$ cat src/rtl/slr_pkg.sv
// shared constants, types and helpers for the subtractive lagged random core
package slr_pkg;

  parameter int FRACTION_BITS_DEF = 24;
  parameter int MIX_ROUNDS_DEF    = 4;

  localparam int VAL_W  = 30;
  localparam int SEED_W = 28;
  localparam int SLOT_W = 6;
  localparam int REM_W  = 32;

  localparam logic [VAL_W-1:0]  MODULUS     = 30'd1000000000;
  localparam logic [SEED_W-1:0] SEED_BASE   = 28'd161803398;
  localparam logic [SLOT_W-1:0] TABLE_LEN   = 6'd55;
  localparam logic [SLOT_W-1:0] SEED_STRIDE = 6'd21;
  localparam logic [SLOT_W-1:0] MIX_OFFSET  = 6'd30;
  localparam logic [SLOT_W-1:0] TRAIL_START = 6'd31;

  typedef struct packed {
    logic s1;
    logic s2;
  } frac_ld_t;

  // difference modulo one billion
  function automatic logic [VAL_W-1:0] sub_mod(input logic [VAL_W-1:0] a,
                                               input logic [VAL_W-1:0] b);
    logic [VAL_W:0] t;
    if (a >= b) begin
      t = {1'b0, a} - {1'b0, b};
    end else begin
      t = {1'b0, a} + {1'b0, MODULUS} - {1'b0, b};
    end
    return t[VAL_W-1:0];
  endfunction

  // pointer step over positions 1..55
  function automatic logic [SLOT_W-1:0] step_pos(input logic [SLOT_W-1:0] p);
    if (p >= TABLE_LEN) begin
      return 6'd1;
    end else begin
      return p + 6'd1;
    end
  endfunction

endpackage

$ cat src/rtl/slr_ifs.sv
// command and result channel interfaces
interface slr_cmd_if;
  logic                       valid;
  logic                       ready;
  logic                       action;
  logic [slr_pkg::SEED_W-1:0] seed;

  modport source (output valid, output action, output seed, input ready);
  modport sink (input valid, input action, input seed, output ready);
endinterface

interface slr_rnd_if #(
  parameter int FRACTION_BITS = slr_pkg::FRACTION_BITS_DEF
);
  logic                      valid;
  logic                      ready;
  logic [slr_pkg::VAL_W-1:0] raw_value;
  logic [FRACTION_BITS-1:0]  unit_fraction;

  modport source (output valid, output raw_value, output unit_fraction, input ready);
  modport sink (input valid, input raw_value, input unit_fraction, output ready);
endinterface

$ cat src/rtl/slr_table_mem.sv
// lag table: one write port, two registered read ports
module slr_table_mem (
  input  logic                       clk,
  input  logic                       rd_en,
  input  logic [slr_pkg::SLOT_W-1:0] rd_addr_a,
  input  logic [slr_pkg::SLOT_W-1:0] rd_addr_b,
  output logic [slr_pkg::VAL_W-1:0]  rd_data_a,
  output logic [slr_pkg::VAL_W-1:0]  rd_data_b,
  input  logic                       wr_en,
  input  logic [slr_pkg::SLOT_W-1:0] wr_addr,
  input  logic [slr_pkg::VAL_W-1:0]  wr_data
);
  import slr_pkg::*;

  logic [VAL_W-1:0] mem [0:TABLE_LEN-1];

  always_ff @(posedge clk) begin
    if (wr_en) begin
      mem[wr_addr] <= wr_data;
    end
  end

  always_ff @(posedge clk) begin
    if (rd_en) begin
      rd_data_a <= mem[rd_addr_a];
      rd_data_b <= mem[rd_addr_b];
    end
  end

endmodule

$ cat src/rtl/slr_frac.sv
// fraction scaling: reciprocal multiply, back multiply, one-step correction
module slr_frac #(
  parameter int FRACTION_BITS = slr_pkg::FRACTION_BITS_DEF
) (
  input  logic                      clk,
  input  slr_pkg::frac_ld_t         ld,
  input  logic [slr_pkg::VAL_W-1:0] value,
  output logic [slr_pkg::VAL_W-1:0] raw_value,
  output logic [FRACTION_BITS-1:0]  unit_fraction
);
  import slr_pkg::*;

  localparam int PROD_W = VAL_W + FRACTION_BITS + 1;
  localparam int QM_W   = VAL_W + FRACTION_BITS;
  localparam logic [63:0] RECIP_FULL =
    (64'd1 << (FRACTION_BITS + VAL_W)) / 64'd1000000000;
  localparam logic [FRACTION_BITS:0] RECIP = RECIP_FULL[FRACTION_BITS:0];

  logic [VAL_W-1:0]         v1;
  logic [FRACTION_BITS-1:0] q1;
  logic [VAL_W-1:0]         v2;
  logic [FRACTION_BITS-1:0] q2;
  logic [REM_W-1:0]         qm2;

  logic [PROD_W-1:0]              prod;
  logic [QM_W-1:0]                qmul;
  logic [VAL_W+FRACTION_BITS-1:0] vsh;
  logic [REM_W-1:0]               rem;
  logic                           fix;

  // estimate is the true quotient or one below it
  assign prod = PROD_W'(value) * PROD_W'(RECIP);
  assign qmul = QM_W'(q1) * QM_W'(MODULUS);

  always_ff @(posedge clk) begin
    if (ld.s1) begin
      v1 <= value;
      q1 <= prod[VAL_W+FRACTION_BITS-1:VAL_W];
    end
    if (ld.s2) begin
      v2  <= v1;
      q2  <= q1;
      qm2 <= qmul[REM_W-1:0];
    end
  end

  assign vsh = {v2, {FRACTION_BITS{1'b0}}};
  assign rem = vsh[REM_W-1:0] - qm2;
  assign fix = (rem >= REM_W'(MODULUS));

  assign raw_value     = v2;
  assign unit_fraction = q2 + FRACTION_BITS'(fix);

endmodule

$ cat src/rtl/subtractive_lagged_random_core.sv
// subtractive lagged random generator top level
//
//  channel | dir | payload                       | beat when
//  cmd     | in  | action, seed                  | cmd.valid && cmd.ready
//  rnd     | out | raw_value, unit_fraction      | rnd.valid && rnd.ready
//
// a draw runs from beat to beat through table read, write back with first multiply,
// second multiply, output register
// seeding (reseed or first draw) adds a table fill and the mixing rounds, one table write
// or one read-modify-write on the two-read-port table per cycle
// rst clears control state only; the table holds nothing valid until the first seeding
// a waiting result does not block the next command beat; the next result then
// holds in the fraction unit until rnd is free
module subtractive_lagged_random_core #(
  parameter int FRACTION_BITS = slr_pkg::FRACTION_BITS_DEF,
  parameter int MIX_ROUNDS    = slr_pkg::MIX_ROUNDS_DEF
) (
  input  logic      clk,
  input  logic      rst,
  slr_cmd_if.sink   cmd,
  slr_rnd_if.source rnd
);
  import slr_pkg::*;

  localparam int RND_W = (MIX_ROUNDS > 1) ? $clog2(MIX_ROUNDS) : 1;
  localparam logic [RND_W-1:0] LAST_ROUND = RND_W'(MIX_ROUNDS - 1);

  typedef enum logic [6:0] {
    ST_IDLE = 7'b0000001,
    ST_SEED = 7'b0000010,
    ST_MIX  = 7'b0000100,
    ST_DRAW = 7'b0001000,
    ST_WB   = 7'b0010000,
    ST_MUL  = 7'b0100000,
    ST_OUT  = 7'b1000000
  } state_t;

  state_t            state;
  state_t            state_next;
  logic              seeded;
  logic [SLOT_W-1:0] lead;
  logic [SLOT_W-1:0] trail;
  logic [SLOT_W-1:0] seed_cnt;
  logic [SLOT_W-1:0] seed_pos;
  logic [VAL_W-1:0]  prev;
  logic [VAL_W-1:0]  cur;
  logic [SLOT_W-1:0] mix_a;
  logic [SLOT_W-1:0] mix_b;
  logic [RND_W-1:0]  mix_round;
  logic              wb_valid;
  logic [SLOT_W-1:0] wb_slot;
  logic              out_valid;
  logic [VAL_W-1:0]  out_raw;
  logic [FRACTION_BITS-1:0] out_frac;

  logic              accept;
  logic              need_seed;
  logic              issue_draw;
  logic              issue_mix;
  logic              out_free;
  logic [SEED_W-1:0] seed_sat;
  logic [SLOT_W-1:0] lead_step;
  logic [SLOT_W-1:0] trail_step;
  logic [SLOT_W:0]   pos_sum;
  logic [SLOT_W-1:0] pos_next;

  logic              rd_en;
  logic [SLOT_W-1:0] rd_addr_a;
  logic [SLOT_W-1:0] rd_addr_b;
  logic [VAL_W-1:0]  rd_data_a;
  logic [VAL_W-1:0]  rd_data_b;
  logic              wr_en;
  logic [SLOT_W-1:0] wr_addr;
  logic [VAL_W-1:0]  wr_data;
  logic [VAL_W-1:0]  diff;

  frac_ld_t                 frac_ld;
  logic [VAL_W-1:0]         frac_raw;
  logic [FRACTION_BITS-1:0] frac_val;

  assign cmd.ready  = (state == ST_IDLE);
  assign accept     = cmd.valid && cmd.ready;
  assign need_seed  = cmd.action || !seeded;
  assign issue_draw = (accept && !need_seed) || (state == ST_DRAW);
  assign issue_mix  = (state == ST_MIX);
  assign out_free   = !out_valid || rnd.ready;
  assign seed_sat   = (cmd.seed > SEED_BASE) ? SEED_BASE : cmd.seed;

  assign lead_step  = step_pos(lead);
  assign trail_step = step_pos(trail);
  assign pos_sum    = {1'b0, seed_pos} + {1'b0, SEED_STRIDE};
  assign pos_next   = (pos_sum >= {1'b0, TABLE_LEN}) ?
                      SLOT_W'(pos_sum - {1'b0, TABLE_LEN}) : SLOT_W'(pos_sum);

  // table ports
  assign rd_en     = issue_draw || issue_mix;
  assign rd_addr_a = issue_mix ? mix_a : lead_step - 6'd1;
  assign rd_addr_b = issue_mix ? mix_b : trail_step - 6'd1;
  assign diff      = sub_mod(rd_data_a, rd_data_b);

  always_comb begin
    wr_en   = wb_valid;
    wr_addr = wb_slot;
    wr_data = diff;
    if (state == ST_SEED) begin
      wr_en = 1'b1;
      if (seed_cnt == '0) begin
        wr_addr = TABLE_LEN - 6'd1;
        wr_data = prev;
      end else begin
        wr_addr = seed_pos - 6'd1;
        wr_data = cur;
      end
    end
  end

  slr_table_mem u_table (
    .clk       (clk),
    .rd_en     (rd_en),
    .rd_addr_a (rd_addr_a),
    .rd_addr_b (rd_addr_b),
    .rd_data_a (rd_data_a),
    .rd_data_b (rd_data_b),
    .wr_en     (wr_en),
    .wr_addr   (wr_addr),
    .wr_data   (wr_data)
  );

  assign frac_ld.s1 = (state == ST_WB);
  assign frac_ld.s2 = (state == ST_MUL);

  slr_frac #(
    .FRACTION_BITS (FRACTION_BITS)
  ) u_frac (
    .clk           (clk),
    .ld            (frac_ld),
    .value         (diff),
    .raw_value     (frac_raw),
    .unit_fraction (frac_val)
  );

  always_comb begin
    state_next = state;
    case (state)
      ST_IDLE: begin
        if (accept) begin
          state_next = need_seed ? ST_SEED : ST_WB;
        end
      end
      ST_SEED: begin
        if (seed_cnt == TABLE_LEN - 6'd1) begin
          state_next = ST_MIX;
        end
      end
      ST_MIX: begin
        if (mix_a == TABLE_LEN - 6'd1 && mix_round == LAST_ROUND) begin
          state_next = ST_DRAW;
        end
      end
      ST_DRAW: state_next = ST_WB;
      ST_WB:   state_next = ST_MUL;
      ST_MUL:  state_next = ST_OUT;
      ST_OUT: begin
        if (out_free) begin
          state_next = ST_IDLE;
        end
      end
      default: state_next = ST_IDLE;
    endcase
  end

  always_ff @(posedge clk) begin
    if (rst) begin
      state     <= ST_IDLE;
      seeded    <= 1'b0;
      lead      <= '0;
      trail     <= TRAIL_START;
      wb_valid  <= 1'b0;
      out_valid <= 1'b0;
    end else begin
      state    <= state_next;
      wb_valid <= issue_draw || issue_mix;
      if (issue_draw) begin
        lead  <= lead_step;
        trail <= trail_step;
      end
      if (state == ST_MIX && state_next == ST_DRAW) begin
        lead   <= '0;
        trail  <= TRAIL_START;
        seeded <= 1'b1;
      end
      if (state == ST_OUT && out_free) begin
        out_valid <= 1'b1;
      end else if (rnd.ready) begin
        out_valid <= 1'b0;
      end
    end
  end

  // seeding, mixing, write-back slot and output register datapath
  always_ff @(posedge clk) begin
    if (issue_draw) begin
      wb_slot <= lead_step - 6'd1;
    end else if (issue_mix) begin
      wb_slot <= mix_a;
    end
    if (accept && need_seed) begin
      prev     <= VAL_W'(SEED_BASE - seed_sat);
      cur      <= VAL_W'(1);
      seed_cnt <= '0;
      seed_pos <= SEED_STRIDE;
    end else if (state == ST_SEED) begin
      seed_cnt <= seed_cnt + 6'd1;
      if (seed_cnt != '0) begin
        cur      <= sub_mod(prev, cur);
        prev     <= cur;
        seed_pos <= pos_next;
      end
    end
    if (state == ST_SEED) begin
      mix_a     <= '0;
      mix_b     <= MIX_OFFSET + 6'd1;
      mix_round <= '0;
    end else if (issue_mix) begin
      mix_a <= (mix_a == TABLE_LEN - 6'd1) ? '0 : mix_a + 6'd1;
      mix_b <= (mix_b == TABLE_LEN - 6'd1) ? '0 : mix_b + 6'd1;
      if (mix_a == TABLE_LEN - 6'd1) begin
        mix_round <= mix_round + RND_W'(1);
      end
    end
    if (state == ST_OUT && out_free) begin
      out_raw  <= frac_raw;
      out_frac <= frac_val;
    end
  end

  assign rnd.valid         = out_valid;
  assign rnd.raw_value     = out_raw;
  assign rnd.unit_fraction = out_frac;

endmodule

$ cat src/flat_wrapper.sv
// flat-port wrapper written by rule: the top's interface ports become plain ports
module subtractive_lagged_random_core_flat import slr_pkg::*;
#(
  parameter int FRACTION_BITS = slr_pkg::FRACTION_BITS_DEF,
  parameter int MIX_ROUNDS    = slr_pkg::MIX_ROUNDS_DEF
)
  (clk, rst, cmd_valid, cmd_action, cmd_seed, cmd_ready, rnd_valid, rnd_raw_value, rnd_unit_fraction, rnd_ready);
  slr_cmd_if cmd_i ();
  slr_rnd_if #(.FRACTION_BITS(FRACTION_BITS)) rnd_i ();
  input  logic clk;
  input  logic rst;
  input wire logic [$bits(cmd_i.valid)-1:0] cmd_valid;
  input wire logic [$bits(cmd_i.action)-1:0] cmd_action;
  input wire logic [$bits(cmd_i.seed)-1:0] cmd_seed;
  output wire logic [$bits(cmd_i.ready)-1:0] cmd_ready;
  output wire logic [$bits(rnd_i.valid)-1:0] rnd_valid;
  output wire logic [$bits(rnd_i.raw_value)-1:0] rnd_raw_value;
  output wire logic [$bits(rnd_i.unit_fraction)-1:0] rnd_unit_fraction;
  input wire logic [$bits(rnd_i.ready)-1:0] rnd_ready;
  assign cmd_i.valid = cmd_valid;
  assign cmd_i.action = cmd_action;
  assign cmd_i.seed = cmd_seed;
  assign cmd_ready = cmd_i.ready;
  assign rnd_valid = rnd_i.valid;
  assign rnd_raw_value = rnd_i.raw_value;
  assign rnd_unit_fraction = rnd_i.unit_fraction;
  assign rnd_i.ready = rnd_ready;
  subtractive_lagged_random_core #(.FRACTION_BITS(FRACTION_BITS), .MIX_ROUNDS(MIX_ROUNDS)) u_core (.clk(clk), .rst(rst), .cmd(cmd_i), .rnd(rnd_i));
endmodule
$ cat config.mk
export PLATFORM = sky130hd
export DESIGN_NAME = subtractive_lagged_random_core_flat
export DESIGN_NICKNAME = d
export VERILOG_FILES = /design/src/rtl/slr_pkg.sv /design/src/rtl/slr_ifs.sv /design/src/rtl/slr_table_mem.sv /design/src/rtl/slr_frac.sv /design/src/rtl/subtractive_lagged_random_core.sv /design/src/flat_wrapper.sv
export SDC_FILE = /design/constraint.sdc
export NUM_CORES = 2
export LEC_CHECK = 0
export BUFFER_PORTS_ARGS = -buffer_cell sky130_fd_sc_hd__clkbuf_2
export CORE_MARGIN = 4
export CORE_UTILIZATION = 35
export DETAILED_ROUTE_END_ITERATION = 10
export GPL_TIMING_DRIVEN = 0
export PLACE_DENSITY = 0.59
export SETUP_SLACK_MARGIN = 0.3
export SLEW_MARGIN = 20
export SYNTH_ARGS = -nofsm -noshare
export SYNTH_HDL_FRONTEND = slang
export SYNTH_SLANG_ARGS = --single-unit
$ cat constraint.sdc
create_clock -name clk -period 12.25 [get_ports clk]
set_input_delay 0.6125 -clock clk [delete_from_list [all_inputs] [get_ports clk]]
set_output_delay 0.6125 -clock clk [all_outputs]
set_load 0.005 [all_outputs]
-- Word level (Yosys, flattened, before mapping)
Memory sizes are Yosys's and may differ from the RTL's. A register that Yosys moved wholly into a read port is not among the register bits.
Cells that the tools add are included.
- flip-flop bits (word level): 299
- RAM bits: 1650
- bits of input ports: 33
- output and inout bits: 56
- word-level logic and storage cells: 116
- memories kept: 1
- memories (name ; depth ; bits a word ; read ports ; clocked after Yosys merged registers in ; write ports ; line ; RTL):
    u_core.u_table.mem ; 55 ; 30 ; 2 ; 2 ; 1 ; slr_table_mem.sv:15 ; logic [VAL_W-1:0] mem [0:TABLE_LEN-1];
- $add $sub $neg: 20
- $mul: 2
- $lt $le $gt $ge: 7
- eq/ne operators: 12
- multiplexer cells: 30
- reduce and logical (&&, ||, !) cells: 23
- operators by type and width (operator ; count):
    2-to-1 mux 30 bit ; 7
    subtractor 30 bit ; 4
    2-to-1 mux 6 bit ; 11
    adder 30 bit (second input constant) ; 2
    >= comparator 30 bit ; 2
    multiplier 30 x 24 -> 53 bit (second input constant) ; 1
    one-hot mux 7 bit (7 select lines) ; 1
    >= comparator 32 x 30 -> 1 bit (second input constant) ; 1
    subtractor 32 bit ; 1
    adder 6 x 1 -> 6 bit (second input constant) ; 5
    subtractor 28 x 28 -> 29 bit (first input constant) ; 1
    greater-than comparator 28 bit (second input constant) ; 1
    2-to-1 mux 28 bit ; 1
    2-to-1 mux 7 bit ; 4
    adder 24 x 1 -> 24 bit ; 1
    multiplier 24 x 21 -> 23 bit (second input constant) ; 1
    == test 6 bit (second input constant) ; 3
    subtractor 6 x 1 -> 6 bit (second input constant) ; 3
    == test 7 x 4 -> 1 bit (second input constant) ; 2
    >= comparator 6 bit (second input constant) ; 2
    nonzero test 2 bit ; 4
    adder 6 x 5 -> 7 bit (second input constant) ; 1
    == test 7 x 1 -> 1 bit (second input constant) ; 1
    == test 7 x 2 -> 1 bit (second input constant) ; 1
    17 further kinds ; 33

-- Logic depth before layout (Yosys ltp)
- depth after elaboration: 8
- gate-level depth with buffers: 41
- gate-level depth less buffers: 41

-- By module
Synthesis repeated with hierarchy kept, for this count alone.
- cells, all modules: 7865
- area, all modules: 115081.6 µm²
- modules (own cells, without submodules) (module ; instances ; cells each ; area an instance (µm²) ; seq. area each (µm²)):
    slr_table_mem ; 1 ; 3900 ; 78378.9 ; 51349.2
    slr_frac ; 1 ; 1898 ; 20312.0 ; 3873.7
    subtractive_lagged_random_core ; 1 ; 2067 ; 16390.7 ; 4264.1

-- Worst setup path before layout
No wires, ideal clock.
- path type: register -> register
- start: register u_core.u_table.rd_data_b[4] (netlist name), read port of u_core.u_table.mem
- end: register u_core.u_frac.q1[10], data pin
- library setup time: 258 ps
- data arrival time: 10013 ps
- required time: 11992 ps
- slack: 1980 ps
- stages on the path, launching flop included: 40
- buffers on the path: 0
- period minus slack after synthesis: 10270 ps
- path through: edfxtp_1 inv_1 ha_1 fa_1 a31oi_2 o21bai_2 o41a_1 a221o_1 a2111oi_4 nor4_2 or3_1 a21oi_1 xnor2_1 mux2i_1 inv_1 fa_1 inv_1 fa_1 [... 4 more ...] inv_1 fa_1 fa_1 inv_1 fa_1 inv_1 ha_1 a21oi_1 o211ai_1 a2111oi_0 nor3b_1 nor3b_1 o21ai_0 and4_1 nor3_1 o21bai_1 a21oi_1 xnor2_1
- cells in the longest elaborated chain, start to end: 3
- elaborated cells on any way between the ends: 5
- those cells by class: add/sub (2); mul (1); order compare (1); mux (1)
- ends and longest elaborated chain (what ; line ; RTL):
    start, declared ; slr_table_mem.sv:8 ; output logic [slr_pkg::VAL_W-1:0] rd_data_b,
    subtractor 30 bit, or another cell as far along ; slr_pkg.sv:31 ; t = {1'b0, a} + {1'b0, MODULUS} - {1'b0, b};
    2-to-1 mux 30 bit * ; slr_pkg.sv:28 ; if (a >= b) begin
    named net u_core.diff[27] ; subtractive_lagged_random_core.sv:75 ; logic [VAL_W-1:0] diff;
    multiplier 30 x 24 -> 53 bit * ; slr_frac.sv:32 ; assign prod = PROD_W'(value) * PROD_W'(RECIP);
    named net u_core.u_frac.prod[40] ; slr_frac.sv:25 ; logic [PROD_W-1:0] prod;
    end signal, assigned ; slr_frac.sv:38 ; q1 <= prod[VAL_W+FRACTION_BITS-1:VAL_W];
    end, declared ; slr_frac.sv:20 ; logic [FRACTION_BITS-1:0] q1;
Mark *: on every way through the listed nets, which the timed path passes. The rest lies on a longest branch.
A chain may end at the register's enable or synchronous reset.

-- Final worst setup path
- start: register u_core.u_table.rd_data_a[0] (netlist name), read port of u_core.u_table.mem
- end: register u_core.u_frac.q1[10], data pin
- cells in the longest elaborated chain, start to end: 4
- elaborated cells on any way between the ends: 6
- those cells by class: add/sub (3); mul (1); order compare (1); mux (1)
- ends and longest elaborated chain (what ; line ; RTL):
    start, declared ; slr_table_mem.sv:7 ; output logic [slr_pkg::VAL_W-1:0] rd_data_a,
    adder 30 bit ; slr_pkg.sv:31 ;
    subtractor 30 bit ; slr_pkg.sv:31 ;
    2-to-1 mux 30 bit * ; slr_pkg.sv:28 ;
    named net u_core.diff[11] ; subtractive_lagged_random_core.sv:75 ;
    multiplier 30 x 24 -> 53 bit * ; slr_frac.sv:32 ;
    named net u_core.u_frac.prod[40] ; slr_frac.sv:25 ;
Marks and branches as above.

==> results summary <==
The run finished with clean final reports. The area share of the largest cell type after synthesis is 0.503. The total count of hold-check failures in the final report came out at 0. Synthesis produced a netlist with a net count of 9373. The total met2 wirelength after detailed routing came out at 183 mm. Setup slack on the worst reg-to-reg path comes out at 0.75 ns. The most frequent cell on the critical path is sky130_fd_sc_hd__inv_1. Routed signal wires occupy layers up through met5.

The top cell types in the final layout, fill and taps aside, are sky130_fd_sc_hd__edfxtp_1 (1929), sky130_fd_sc_hd__nand2_1 (948), sky130_fd_sc_hd__inv_1 (781). In this run the mean area of a mapped cell was 13.6 um^2. The register area is 59500 um^2. The wire length of the first global-routing pass came out at 570 mm.

The most critical setup path has its startpoint at u_core.u_table.rd_data_a[0]. TritonCTS built the clock tree. In this run the critical register-to-register path is captured at u_core.u_frac.q1[10]. The total clock buffers created by CTS came out at 217. The initial utilization of the core area, before any placement, comes to 0.352. Synthesis produced a netlist whose cell count is 8445.

The most common cell after layout, fill and taps aside is sky130_fd_sc_hd__edfxtp_1. The clock tree buffer depth is 4. The share of synthesized registers carrying an async set or reset came out at 0.

Input and output buffers added on the ports amount to 85. The transition at the pin with the smallest max-transition slack is roughly 1.3 ns. The number of antenna violations at the first check in global routing is 16. In the final layout, the share of cells above drive strength 1 is 0.186. The total number of clock tree sinks came out at 2007.

In this run the horizontal extent of the chip is 582 um. The arrival time of the worst setup path came out at 12.06 ns. The start-to-end type of the worst setup path is reg2reg.

The count of final setup violators came out at 0. The slack of the critical path is between 0.7 and 0.8 ns. The clock period minus final worst setup slack is 11.50 ns. Setup repair after global routing left no endpoint under its margin. The number of design-rule violations left by the first detailed-router iteration is 9721.

The total power of the final layout came out at 15100 uW. STA classifies the critical path endpoint as a register. The most used flip-flop cell after synthesis is sky130_fd_sc_hd__edfxtp_1. The routed length per instance is ~30 um. The count of nets left with antenna violations once routing finished came out at 0. CTS built an H-tree with a depth of 4. The placer's final routability congestion estimate is between 1 and 1.5. The filler cell count is ~30000. Of all cell types, the one taking the most synthesized area is sky130_fd_sc_hd__edfxtp_1. Of the available clock period, the critical path in the final layout requires 0.939.

For this run, the slowest stage of the critical path takes roughly 0.61 ns. The sum of negative setup slack came out at 0 ns. The routed design uses roughly 43 mm of met3 wire. During synthesis, Yosys emitted a total of 0 warnings. In this run the critical register-to-register path is launched from u_core.u_table.rd_data_a[0].

Max-cap violations in this run came to 0. After detailed routing, the wire length on met1 is around 150 mm. 89 I/O pins were placed. The count of nets after finishing came out at 9866. The final routed DRC violation total came out at 0. The total congestion overflow came out at 0.

The number of placed cells counting well taps came out at between 10000 and 15000. The maximum fanout along the worst path is 10. The classification of the worst-slack hold path is in2reg. After clock tree synthesis, the clock-pin slew on the worst setup and hold paths is 0.06 ns. The number of detailed-routing iterations run before antenna repair came out at 7.

The worst hold path terminates at u_core.rnd.valid. For this design, the slowest cell found on the critical path is sky130_fd_sc_hd__fa_1. Across every metal layer, demand over resource in global routing totals 0.233. Synthesis inferred 2007 register bits. The startpoint of the tightest hold check path is rnd_ready. The pre-CTS setup slack is -0.690 ns.

In this run the power density over the cells is 113 nW/um^2. Counting flops with a built-in enable in the synthesized netlist gives 1929. The die outline height came out at around 580 um. Across the VDD grid, the largest voltage drop is 0.112 mV. Sorting the synthesized cells by area gives the leading types as sky130_fd_sc_hd__edfxtp_1 (50%), sky130_fd_sc_hd__mux4_2 (14%), sky130_fd_sc_hd__ha_1 (6.0%). Across all layers, the routed design uses 78000 vias. The footprint of the multi-input gates is slightly above 50000 um^2. In this run, distinct cell masters in the synthesized netlist total 100.

STA puts the critical path data required time at about 13 ns. The worst hold path depth came out at 3. The largest net degree at the start of global routing came out at 61. The post-synthesis sequential area ratio is 0.516. The number of vias per cell after detailed routing is around 5.8. Leaving out filler cells and counting taps, the final layout contains 13500. STA classifies the critical path startpoint as a register. The worst relative slew slack is 0.106. The achievable frequency came out at 87.0 MHz. The number of cell rows is 210.

The area of the placeable core is 327000 um^2. The post-detailed-placement half-perimeter wirelength is 310 mm. The source-to-sink clock delay at the later pin of the worst-skew pair is 0.95 ns. The layout overhead on the synthesized area came out at 15.5%. The total length of routed wires is 404 mm. The netlist area before placement is 115000 um^2. The number of global-route vias before repair came out at 78200.

The analysis attributes to cell leakage a power of 0.0474 uW. For the worst flop-to-flop path, the logic depth is 39. Between clock sinks in the finished design, the worst skew comes to 0.150 ns. The number of pins with negative max-slew slack in the final report is 0. The root buffer cell chosen for the clock tree is sky130_fd_sc_hd__clkbuf_16. The area of the die came out at 338000 um^2.
flip-flops by register name (all words and copies together) (netlist names), 7 cells and up:
name and flops:
u_core.u_table.rd_data_a 30, u_core.u_frac.raw_value 30, u_core.cur 30, u_core.prev 30, u_core.u_frac.qm2 21, u_core.u_table.mem 1650
u_core.state 7, u_core.u_frac.v1 30, u_core.u_frac.q2 24, u_core.rnd.raw_value 30, u_core.rnd.unit_fraction 24, u_core.u_frac.q1 24
u_core.u_table.rd_data_b 30
power by group:
part           internal, uW  leakage [uW]  switching [uW]
registers              7530        0.0180            41.5
clock network          3800       0.00339            2830
logic                   304        0.0260             577
critical path, delay by kind of cell, from the launching register on:
kind	cells	cell delay, ns
adders and majority gates	10	3.94
AOI/OAI and AO/OA	13	3.79
buffers and inverters	10	1.74
and+or+nand+nor	5	1.15
DFF	1	0.38
xor gates and xnor gates	1	0.08
routing by layer:
layer | global-route usage | up-vias
met5 | 0 | -
met4 | 0.108 | 6
met3 | 0.0621 | 844
met2 | 0.365 | 4279
met1 | 0.302 | 40000
li1 | - | 32800
layout make-up:
type / count / area share
buffer: 451 / 0.0172
antenna: 3 / 0.0000564
tap: 4346 / 0.0409
sequential: 2007 / 0.447
multi-input combinational: 5191 / 0.387
timing repair buffer: 274 / 0.0327
clock inverter: 136 / 0.0100
inverter: 796 / 0.0227
clock buffer: 257 / 0.0424
how the worst max path moves through the flow:
stage               depth (start not counted)  slack (ns)                    to
floorplan                                  39        1.98  u_core.u_frac.q1[10]
global placement                           37       -0.60  u_core.u_frac.q1[23]
detailed placement                         41       -0.69  u_core.u_frac.q1[10]
CTS                                        39        0.34  u_core.u_frac.q1[23]
global route                               40        0.35  u_core.u_frac.q1[10]
finish                                     39        0.75  u_core.u_frac.q1[10]
stage by stage:
stage          utilization  area [um^2]  hold WS (ns)
2_1_floorplan            -       115000         0.400
3_3_place_gp         0.370       121000         0.401
3_5_place_dp         0.384       126000         0.405
4_1_cts              0.406       133000         0.161
5_1_grt              0.407       133000         0.185
6_report             0.407       133000         0.201
synth_stat cells (8+ instances only):
cell type,instances
sky130_fd_sc_hd__buf_1,17
sky130_fd_sc_hd__o211ai_1,53
sky130_fd_sc_hd__nor2_1,451
sky130_fd_sc_hd__buf_6,31
sky130_fd_sc_hd__a211oi_1,177
sky130_fd_sc_hd__nand3_1,195
sky130_fd_sc_hd__o22ai_1,27
sky130_fd_sc_hd__and2_1,128
sky130_fd_sc_hd__or2_2,15
sky130_fd_sc_hd__nand2b_1,20
sky130_fd_sc_hd__fa_1,339
sky130_fd_sc_hd__mux2i_1,111
sky130_fd_sc_hd__a21o_1,30
sky130_fd_sc_hd__buf_4,49
sky130_fd_sc_hd__buf_2,114
sky130_fd_sc_hd__o21a_1,22
sky130_fd_sc_hd__clkbuf_1,239
sky130_fd_sc_hd__o31ai_1,20
sky130_fd_sc_hd__or3_1,22
sky130_fd_sc_hd__a31oi_1,180
sky130_fd_sc_hd__nor2b_1,34
sky130_fd_sc_hd__o21ai_0,152
sky130_fd_sc_hd__edfxtp_1,1929
sky130_fd_sc_hd__ha_1,556
sky130_fd_sc_hd__a311oi_1,123
sky130_fd_sc_hd__nor3b_1,9
sky130_fd_sc_hd__o21bai_1,18
sky130_fd_sc_hd__nor3_1,42
sky130_fd_sc_hd__a211o_1,34
sky130_fd_sc_hd__xnor2_1,179
sky130_fd_sc_hd__nand3b_1,13
sky130_fd_sc_hd__nand4_1,28
sky130_fd_sc_hd__inv_1,793
sky130_fd_sc_hd__xor2_1,63
sky130_fd_sc_hd__o31a_1,8
sky130_fd_sc_hd__nor4_1,17
sky130_fd_sc_hd__mux4_2,728
sky130_fd_sc_hd__a21boi_0,9
sky130_fd_sc_hd__dfxtp_1,78
sky130_fd_sc_hd__a21oi_1,279
sky130_fd_sc_hd__and3_1,14
sky130_fd_sc_hd__nand2_1,952
kinds of logic (layout without fill, tap and decap cells):
group | Yosys count | after routing | share of synthesized area
buf+inv | 1247 | 1914 | 0.0456
xor+xnor | 246 | 246 | 0.0191
fa+ha+maj | 895 | 895 | 0.119
compound gates | 1225 | 1225 | 0.0715
other cells | 0 | 3 | 0
flops | 2007 | 2007 | 0.516
simple gates | 1981 | 1981 | 0.0758
mux | 844 | 844 | 0.152
what timing repair did:
action	in CTS	in global routing
setup endpoints to repair	22	8
hold buffers	0	0
resized for setup	31	16
buffers inserted	27	11
pin swaps	1	0
(Power assumes the default switching activity.)
